`config.mk`:
```
export PLATFORM = sky130hd
export DESIGN_NAME = byte_ring_fifo_burst_unit
export DESIGN_NICKNAME = d
export VERILOG_FILES = /design/src/sv/brfb_pkg.sv /design/src/sv/brfb_ctrl.sv /design/src/sv/brfb_datapath.sv /design/src/sv/byte_ring_fifo_burst_unit.sv
export SDC_FILE = /design/constraint.sdc
export NUM_CORES = 2
export LEC_CHECK = 0
export BUFFER_PORTS_ARGS = -buffer_cell sky130_fd_sc_hd__buf_4
export CAP_MARGIN = 20
export CORE_MARGIN = 3
export CORE_UTILIZATION = 40
export DETAILED_ROUTE_END_ITERATION = 8
export GPL_ROUTABILITY_DRIVEN = 0
export HOLD_SLACK_MARGIN = 0.08
export PLACE_DENSITY = 0.61
export SETUP_SLACK_MARGIN = 0.5
export SLEW_MARGIN = 0
export SYNTH_ARGS = -nofsm -noshare
export SYNTH_HDL_FRONTEND = slang
export SYNTH_SLANG_ARGS = --single-unit
```
`constraint.sdc`:
```
create_clock -name clk -period 16.2 [get_ports clk]
set_clock_uncertainty 0.05 [all_clocks]
set_input_delay 0 -clock clk [delete_from_list [all_inputs] [get_ports clk]]
set_output_delay 0 -clock clk [all_outputs]
set_load 0.01 [all_outputs]
```
`src/sv/brfb_pkg.sv`:
```
`timescale 1ns / 1ps

package brfb_pkg;

    localparam int unsigned CAP_W = 9;
    localparam int unsigned LEN_W = 4;
    localparam int unsigned BYTE_W = 8;
    localparam int unsigned NUM_BYTES = 8;
    localparam int unsigned CNT_W = 3;
    localparam logic [CAP_W-1:0] CAP_RESET = 9'd256;

    typedef enum logic [0:0] {
        OP_PUT = 1'b0,
        OP_GET = 1'b1
    } op_t;

    typedef enum logic [2:0] {
        ST_OK       = 3'd0,
        ST_FULL     = 3'd1,
        ST_EMPTY    = 3'd2,
        ST_RANGE    = 3'd3,
        ST_WRONGARG = 3'd4
    } status_t;

    typedef enum logic [1:0] {
        S_IDLE,
        S_EVAL,
        S_PUT,
        S_GET
    } state_t;

    typedef struct packed {
        op_t                operation;
        logic [LEN_W-1:0]   burst_length;
        logic [BYTE_W-1:0]  data_byte_0;
        logic [BYTE_W-1:0]  data_byte_1;
        logic [BYTE_W-1:0]  data_byte_2;
        logic [BYTE_W-1:0]  data_byte_3;
        logic [BYTE_W-1:0]  data_byte_4;
        logic [BYTE_W-1:0]  data_byte_5;
        logic [BYTE_W-1:0]  data_byte_6;
        logic [BYTE_W-1:0]  data_byte_7;
    } item_t;

    typedef struct packed {
        status_t            status;
        logic [BYTE_W-1:0]  read_byte;
        logic               last;
        logic [CAP_W-1:0]   occupancy;
    } result_t;

    typedef struct packed {
        logic    load;
        logic    commit;
        logic    write;
        logic    read;
        logic    report;
        status_t report_status;
    } ctrl_cmd_t;

    typedef struct packed {
        status_t status;
        op_t     operation;
        logic    final_byte;
    } dp_status_t;

endpackage

```
`src/sv/brfb_ctrl.sv`:
```
`timescale 1ns / 1ps

module brfb_ctrl (
    input  logic                clk,
    input  logic                rst_n,
    input  logic                start,
    output logic                busy,
    input  brfb_pkg::dp_status_t dp_stat,
    output brfb_pkg::ctrl_cmd_t  cmd
);
    import brfb_pkg::*;

    state_t state_reg;
    state_t state_next;

    always_ff @(posedge clk or negedge rst_n)
    begin
        if (!rst_n)
        begin
            state_reg <= S_IDLE;
        end
        else
        begin
            state_reg <= state_next;
        end
    end

    always_comb
    begin
        state_next = state_reg;
        unique case (state_reg)
            S_IDLE:
            begin
                if (start)
                begin
                    state_next = S_EVAL;
                end
            end
            S_EVAL:
            begin
                if (dp_stat.status != ST_OK)
                begin
                    state_next = S_IDLE;
                end
                else if (dp_stat.operation == OP_PUT)
                begin
                    state_next = S_PUT;
                end
                else
                begin
                    state_next = S_GET;
                end
            end
            S_PUT, S_GET:
            begin
                if (dp_stat.final_byte)
                begin
                    state_next = S_IDLE;
                end
            end
            default:
            begin
                state_next = S_IDLE;
            end
        endcase
    end

    always_comb
    begin
        cmd = '{load: 1'b0, commit: 1'b0, write: 1'b0, read: 1'b0,
                report: 1'b0, report_status: ST_OK};
        busy = 1'b1;
        unique case (state_reg)
            S_IDLE:
            begin
                busy = 1'b0;
                cmd.load = start;
            end
            S_EVAL:
            begin
                if (dp_stat.status != ST_OK)
                begin
                    cmd.report = 1'b1;
                    cmd.report_status = dp_stat.status;
                end
                else
                begin
                    cmd.commit = 1'b1;
                end
            end
            S_PUT:
            begin
                cmd.write = 1'b1;
                cmd.report = dp_stat.final_byte;
            end
            S_GET:
            begin
                cmd.read = 1'b1;
            end
            default:
            begin
                busy = 1'b1;
            end
        endcase
    end

endmodule

```
`src/sv/brfb_datapath.sv`:
```
`timescale 1ns / 1ps

module brfb_datapath #(
    parameter int unsigned DEPTH = 256,
    parameter int unsigned MAX_BURST = 8
) (
    input  logic                           clk,
    input  logic                           rst_n,
    input  brfb_pkg::item_t                item,
    input  logic                           cfg_we,
    input  logic [brfb_pkg::CAP_W-1:0]     cfg_wdata,
    input  brfb_pkg::ctrl_cmd_t            cmd,
    output brfb_pkg::dp_status_t           dp_stat,
    output logic                           strobe,
    output brfb_pkg::result_t              result
);
    import brfb_pkg::*;

    localparam int unsigned PW = (DEPTH > 1) ? $clog2(DEPTH) : 1;
    localparam int unsigned XW = (PW + 1 > CAP_W) ? PW + 1 : CAP_W;

    logic [BYTE_W-1:0] mem [DEPTH];

    logic [CAP_W-1:0]  capacity_reg;
    logic [PW-1:0]     rp_reg;
    logic [PW-1:0]     wp_reg;
    logic [CAP_W-1:0]  occ_reg;
    logic [CNT_W-1:0]  cnt_reg;
    item_t             item_reg;
    logic              strobe_reg;
    status_t           status_reg;
    logic              last_reg;
    logic              byte_sel_reg;
    logic [BYTE_W-1:0] rdata_reg;

    logic [XW-1:0]     cap_eff;
    logic [PW-1:0]     rp_next;
    logic [PW-1:0]     wp_next;
    logic [PW-1:0]     addr;
    logic [BYTE_W-1:0] wbyte;
    logic              bad_len;
    logic              no_room;
    status_t           status_now;
    logic              final_byte;

    function automatic logic [PW-1:0] advance(input logic [PW-1:0] p,
                                              input logic [XW-1:0] cap);
        logic [XW-1:0] n;
        n = XW'(p) + XW'(1);
        return (n >= cap) ? '0 : n[PW-1:0];
    endfunction

    always_comb
    begin
        if (cfg_wdata == '0 && capacity_reg == '0)
        begin
            cap_eff = XW'(1);
        end
        else if (capacity_reg == '0)
        begin
            cap_eff = XW'(1);
        end
        else if (XW'(capacity_reg) > XW'(DEPTH))
        begin
            cap_eff = XW'(DEPTH);
        end
        else
        begin
            cap_eff = XW'(capacity_reg);
        end
    end

    assign rp_next = advance(rp_reg, cap_eff);
    assign wp_next = advance(wp_reg, cap_eff);

    always_comb
    begin
        case (cnt_reg)
            3'd0: wbyte = item_reg.data_byte_0;
            3'd1: wbyte = item_reg.data_byte_1;
            3'd2: wbyte = item_reg.data_byte_2;
            3'd3: wbyte = item_reg.data_byte_3;
            3'd4: wbyte = item_reg.data_byte_4;
            3'd5: wbyte = item_reg.data_byte_5;
            3'd6: wbyte = item_reg.data_byte_6;
            default: wbyte = item_reg.data_byte_7;
        endcase
    end

    assign bad_len = (item_reg.burst_length == '0)
                  || (item_reg.burst_length > LEN_W'(MAX_BURST));
    assign no_room = ((XW+1)'(occ_reg) + (XW+1)'(item_reg.burst_length))
                   > (XW+1)'(cap_eff);
    assign final_byte = ({1'b0, cnt_reg} == (item_reg.burst_length - LEN_W'(1)));

    always_comb
    begin
        if (bad_len)
        begin
            status_now = ST_WRONGARG;
        end
        else if (item_reg.operation == OP_PUT)
        begin
            status_now = no_room ? ST_FULL : ST_OK;
        end
        else if (occ_reg == '0)
        begin
            status_now = ST_EMPTY;
        end
        else if (occ_reg < CAP_W'(item_reg.burst_length))
        begin
            status_now = ST_RANGE;
        end
        else
        begin
            status_now = ST_OK;
        end
    end

    assign dp_stat = '{status: status_now, operation: item_reg.operation,
                       final_byte: final_byte};

    assign addr = cmd.write ? wp_reg : rp_reg;

    // single-port byte store
    always_ff @(posedge clk)
    begin
        if (cmd.write)
        begin
            mem[addr] <= wbyte;
        end
        if (cmd.read)
        begin
            rdata_reg <= mem[addr];
        end
    end

    always_ff @(posedge clk)
    begin
        if (cmd.load)
        begin
            item_reg <= item;
        end
    end

    always_ff @(posedge clk or negedge rst_n)
    begin
        if (!rst_n)
        begin
            capacity_reg <= CAP_RESET;
            rp_reg       <= '0;
            wp_reg       <= '0;
            occ_reg      <= '0;
            cnt_reg      <= '0;
            strobe_reg   <= 1'b0;
            status_reg   <= ST_OK;
            last_reg     <= 1'b0;
            byte_sel_reg <= 1'b0;
        end
        else
        begin
            strobe_reg <= cmd.report || cmd.read;
            if (cfg_we)
            begin
                capacity_reg <= cfg_wdata;
                rp_reg       <= '0;
                wp_reg       <= '0;
                occ_reg      <= '0;
            end
            if (cmd.load)
            begin
                cnt_reg <= '0;
            end
            if (cmd.commit)
            begin
                if (item_reg.operation == OP_PUT)
                begin
                    occ_reg <= occ_reg + CAP_W'(item_reg.burst_length);
                end
                else
                begin
                    occ_reg <= occ_reg - CAP_W'(item_reg.burst_length);
                end
            end
            if (cmd.write)
            begin
                wp_reg  <= wp_next;
                cnt_reg <= cnt_reg + CNT_W'(1);
            end
            if (cmd.read)
            begin
                rp_reg       <= rp_next;
                cnt_reg      <= cnt_reg + CNT_W'(1);
                status_reg   <= ST_OK;
                last_reg     <= final_byte;
                byte_sel_reg <= 1'b1;
            end
            else if (cmd.report)
            begin
                status_reg   <= cmd.report_status;
                last_reg     <= 1'b1;
                byte_sel_reg <= 1'b0;
            end
        end
    end

    assign strobe = strobe_reg;
    assign result = '{status: status_reg,
                      read_byte: byte_sel_reg ? rdata_reg : '0,
                      last: last_reg,
                      occupancy: occ_reg};

endmodule

```
`src/sv/byte_ring_fifo_burst_unit.sv`:
```
`timescale 1ns / 1ps

// Circular byte FIFO taking put or get bursts of 1 to MAX_BURST bytes, all or
// nothing. An item is taken when start is high and busy is low; results then
// come out with strobe high for one cycle each and cannot be held off. A put
// or any refused item gives one result; an accepted get gives one result per
// byte in consecutive cycles, oldest first, last byte marked. Every result
// carries the occupancy after the item. An item is evaluated in the cycle
// after it is taken, then the single-port byte store moves one byte per
// cycle while busy stays high; the next item can be taken in the cycle its
// last result is shown. Writing capacity empties the ring; write it only when
// the block is idle and all results have been shown.
module byte_ring_fifo_burst_unit #(
    parameter int unsigned DEPTH = 256,
    parameter int unsigned MAX_BURST = 8
) (
    input  logic                        clk,
    input  logic                        rst_n,
    input  logic                        start,
    output logic                        busy,
    input  brfb_pkg::item_t             item,
    input  logic                        cfg_we,
    input  logic [brfb_pkg::CAP_W-1:0]  cfg_wdata,
    output logic                        strobe,
    output brfb_pkg::result_t           result
);
    import brfb_pkg::*;

    ctrl_cmd_t  cmd;
    dp_status_t dp_stat;

    brfb_ctrl u_ctrl (
        .clk     (clk),
        .rst_n   (rst_n),
        .start   (start),
        .busy    (busy),
        .dp_stat (dp_stat),
        .cmd     (cmd)
    );

    brfb_datapath #(
        .DEPTH     (DEPTH),
        .MAX_BURST (MAX_BURST)
    ) u_datapath (
        .clk       (clk),
        .rst_n     (rst_n),
        .item      (item),
        .cfg_we    (cfg_we),
        .cfg_wdata (cfg_wdata),
        .cmd       (cmd),
        .dp_stat   (dp_stat),
        .strobe    (strobe),
        .result    (result)
    );

endmodule

```
==> results.ini <==
[placement]
io_buffers=104
hpwl_um=163100
place_inst=7515
place_area_sq_um=90420
pre_cts_ws_ns=10.11

[clock_tree]
cts_buffers=213
clkSinkCount=2170
cts_resized=0
clockBufferDepth=3
cts_max_level=4
clk_pin_slew_ns=0.07
clock_latency_ns=0.85
cts_root_buf=clkbuf_16
cts_tree=done

[sta]
slew_viol_final=0
rsz0062_at_grt=no
fmax_mhz=163.7
relSlewSlack_pct=18.45
post-route-period-util_pct=37.70
tns_ns=0
hold_violations=0
setup_slack_ns=10.09
setup_viol=0
tightestPinTransition_ns=1.219
final.min_clock_period_ns=6.107
whs_ns=0.1354

[pwr]
p_leak_nw=30.61
irDropWorstVdd_uv=295.5
finalPower_mw=16.40
p_per_area_nw_per_um2=165.6

[synthesis]
synth_compound_area_share_pct=3.634
synthAdderAreaFrac_pct=0.7444
synth-simple-area-share_pct=6.568
ys_seq_area_share_pct=75.46
muxShareOfSynthArea_pct=11.72
synth_top_family_by_area=multiplexers
synth_xor_area_share_pct=0.2341
synth_nets=4898
syn_area_sq_um=86050
synth.distinct_cells=71
synthTopCellsByArea=edfxtp_1 (74%), mux4_2 (10%), nand2_1 (2.1%)
async_flop_share_pct=2.074
ys.flop_type=edfxtp_1
yosysWarnings=0
avgSynthCellArea_sq_um=18.06
synth_cells=4766
synth_seq_cells=2170
synth_top_cell_area_share_pct=74.15
synth_area_leader_cell=edfxtp_1
synth_edf_count=2125

[floorplan]
die_w_um=469.8
core.rowCount=169
die_h_um=469.8
start_util_pct=40.41
fp.dieArea_sq_um=220700
fp.coreArea_sq_um=212900
io_pins=105

[job]
cap_violations=0

[setup_path]
path_cells=inv_1 -> ha_2 -> mux2_8 -> buf_4 -> buf_4 -> buf_4 -> mux4_2 -> a21oi_1 -> nand4_1 -> nor4_1 -> nand4_1
cp_top_family=buffers and inverters
worstSetupEndpointType=flop
cp_data_required_time_ns=16.74
r2r_setup_slack_ns=10.09
cpMostUsedCell=buf_4
setup.worst_path.start_class=flop
reg2regPathDepth=11
r2r_start=u_ctrl.state_reg[0]
critPathMaxFanout=74
critPathMaxStageDelay_ns=0.76
cp_data_arrival_time_ns=6.64
critical_path_buf_inv_count=4
cpMaxStageDelayCell=buf_4
rr_endpoint=u_datapath.rdata_reg[3]
path_class=reg -> reg

[finish]
postLayoutCellArea_sq_um=99030
area_growth_syn_to_layout_pct=15.09
layout.area.seq_sq_um=64940
drive_gt1_share_pct=19.05
largest_reg_flops=2048
final_cells=8101
final_util_pct=46.51
final_net_count=5216
multiInputGateArea_sq_um=20100
fillerInstances=17670

[grt]
grt_max_degree=182
antenna_found_initial=15
grt_overflow_total=0
grt_pass1_vias=48570
grt_usage_pct=23.93
grt_pass1_wl_um=377700

[route]
drtIter0Drc=7266
vias=49700
via_per_inst=6.135
wire_per_inst_um=33.23
first_pass_iters=8
drc=0
route.final.wire_length_um=269200
ant_nets=0

[status]
status=finished, final reports clean

[min_path]
hp-class=in -> async

[worst max-delay path by stage]
stage / from / slack [ns] / to / cells after the start
after floorplan: u_datapath.cnt_reg[2] / 5.43 / u_datapath.mem[0][0] / 6
after global placement: u_ctrl.state_reg[0] / 9.81 / u_datapath.rdata_reg[7] / 11
after detailed placement: u_ctrl.state_reg[0] / 10.11 / u_datapath.rdata_reg[3] / 11
after CTS: u_ctrl.state_reg[0] / 10.11 / u_datapath.rdata_reg[3] / 11
after global routing: u_ctrl.state_reg[0] / 9.64 / u_datapath.rdata_reg[3] / 11
final: u_ctrl.state_reg[0] / 10.09 / u_datapath.rdata_reg[3] / 11
[cell type report]
cell class,count,area share [%]
Inverter,33,0.1251
Clock buffer,275,5.703
Sequential cell,2170,65.57
Tap cell,2821,3.564
Timing Repair Buffer,387,3.596
Clock inverter,126,1.117
Multi-Input combinational cell,2279,20.30
Antenna cell,10,0.02527
[cell families (layout without fill, tap and decap cells)]
family                     count (synthesis)  in the layout
adders and majority gates                 50             50
buffers and inverters                    317            821
xor gates and xnor gates                  23             23
muxes                                    507            507
other                                      0             10
AOI/OAI and AO/OA                        424            424
DFF                                     2170           2170
and+or+nand+nor                         1275           1275
[tightest hold or removal path, delay by kind of cell]
kind                   cells  cell delay [ns]
buffers and inverters      4             1.43
[routing by layer]
metal	up-vias	routed length, um	global-route usage [%]
met4	16	14770	11.62
met1	26010	102300	32.14
met5	-	287	0.4326
met3	639	30960	7.018
met2	3150	120800	35.77
li1	19890	-	-
[placed cells by master, fill, tap and decap left out, drive strengths merged, types with 7 or more instances in the layout]
cell type,count
mux2,24
mux4,398
nor3,31
a22o,9
dfrtp,44
and2,15
a31oi,28
mux2i,85
a311oi,18
xor2,9
a222oi,10
nor4,16
and3,27
o211ai,18
a221oi,11
nand2,481
dlygate4sd3,170
clkinv,98
a22oi,57
clkbuf,275
nand4,93
a21oi,61
nand3,210
or4,7
a32oi,88
o21ai,43
inv,41
diode,10
a211oi,23
nor2,352
buf,217
xnor2,14
bufinv,14
edfxtp,2125
a41oi,7
ha,48
[Yosys cell counts (6+ instances only)]
| cell type | count |
|---|---|
| edfxtp_1 | 2125 |
| nand2_1 | 481 |
| mux4_2 | 398 |
| nor2_1 | 352 |
| nand3_1 | 210 |
| clkbuf_1 | 171 |
| nand4_1 | 93 |
| a32oi_1 | 88 |
| mux2i_1 | 85 |
| buf_2 | 64 |
| a21oi_1 | 61 |
| a22oi_1 | 57 |
| ha_1 | 48 |
| dfrtp_1 | 44 |
| o21ai_0 | 43 |
| inv_1 | 32 |
| nor3_1 | 31 |
| a31oi_1 | 28 |
| and3_1 | 27 |
| a211oi_1 | 23 |
| mux2_2 | 23 |
| buf_4 | 22 |
| buf_1 | 20 |
| a311oi_1 | 18 |
| o211ai_1 | 18 |
| nor4_1 | 16 |
| and2_1 | 15 |
| xnor2_1 | 14 |
| a221oi_1 | 11 |
| a222oi_1 | 10 |
| a22o_1 | 9 |
| xor2_1 | 9 |
| a41oi_1 | 7 |
| buf_6 | 7 |
| or4_1 | 7 |
| o21a_1 | 6 |
| or3_1 | 6 |
[power by group]
group	total, mW	internal (mW)	switching (mW)
clock	4.84	2.69	2.15
combinational	3.84	1.03	2.81
sequential	7.71	7.65	0.0627
total	16.4	11.4	5.02
[what timing repair did]
action,4_1_cts,5_1_grt
setup endpoints to repair,0,0
hold buffers,171,0
hold endpoints to repair,219,0
setup buffers,0,0
Power figures use the tool's default switching activity.
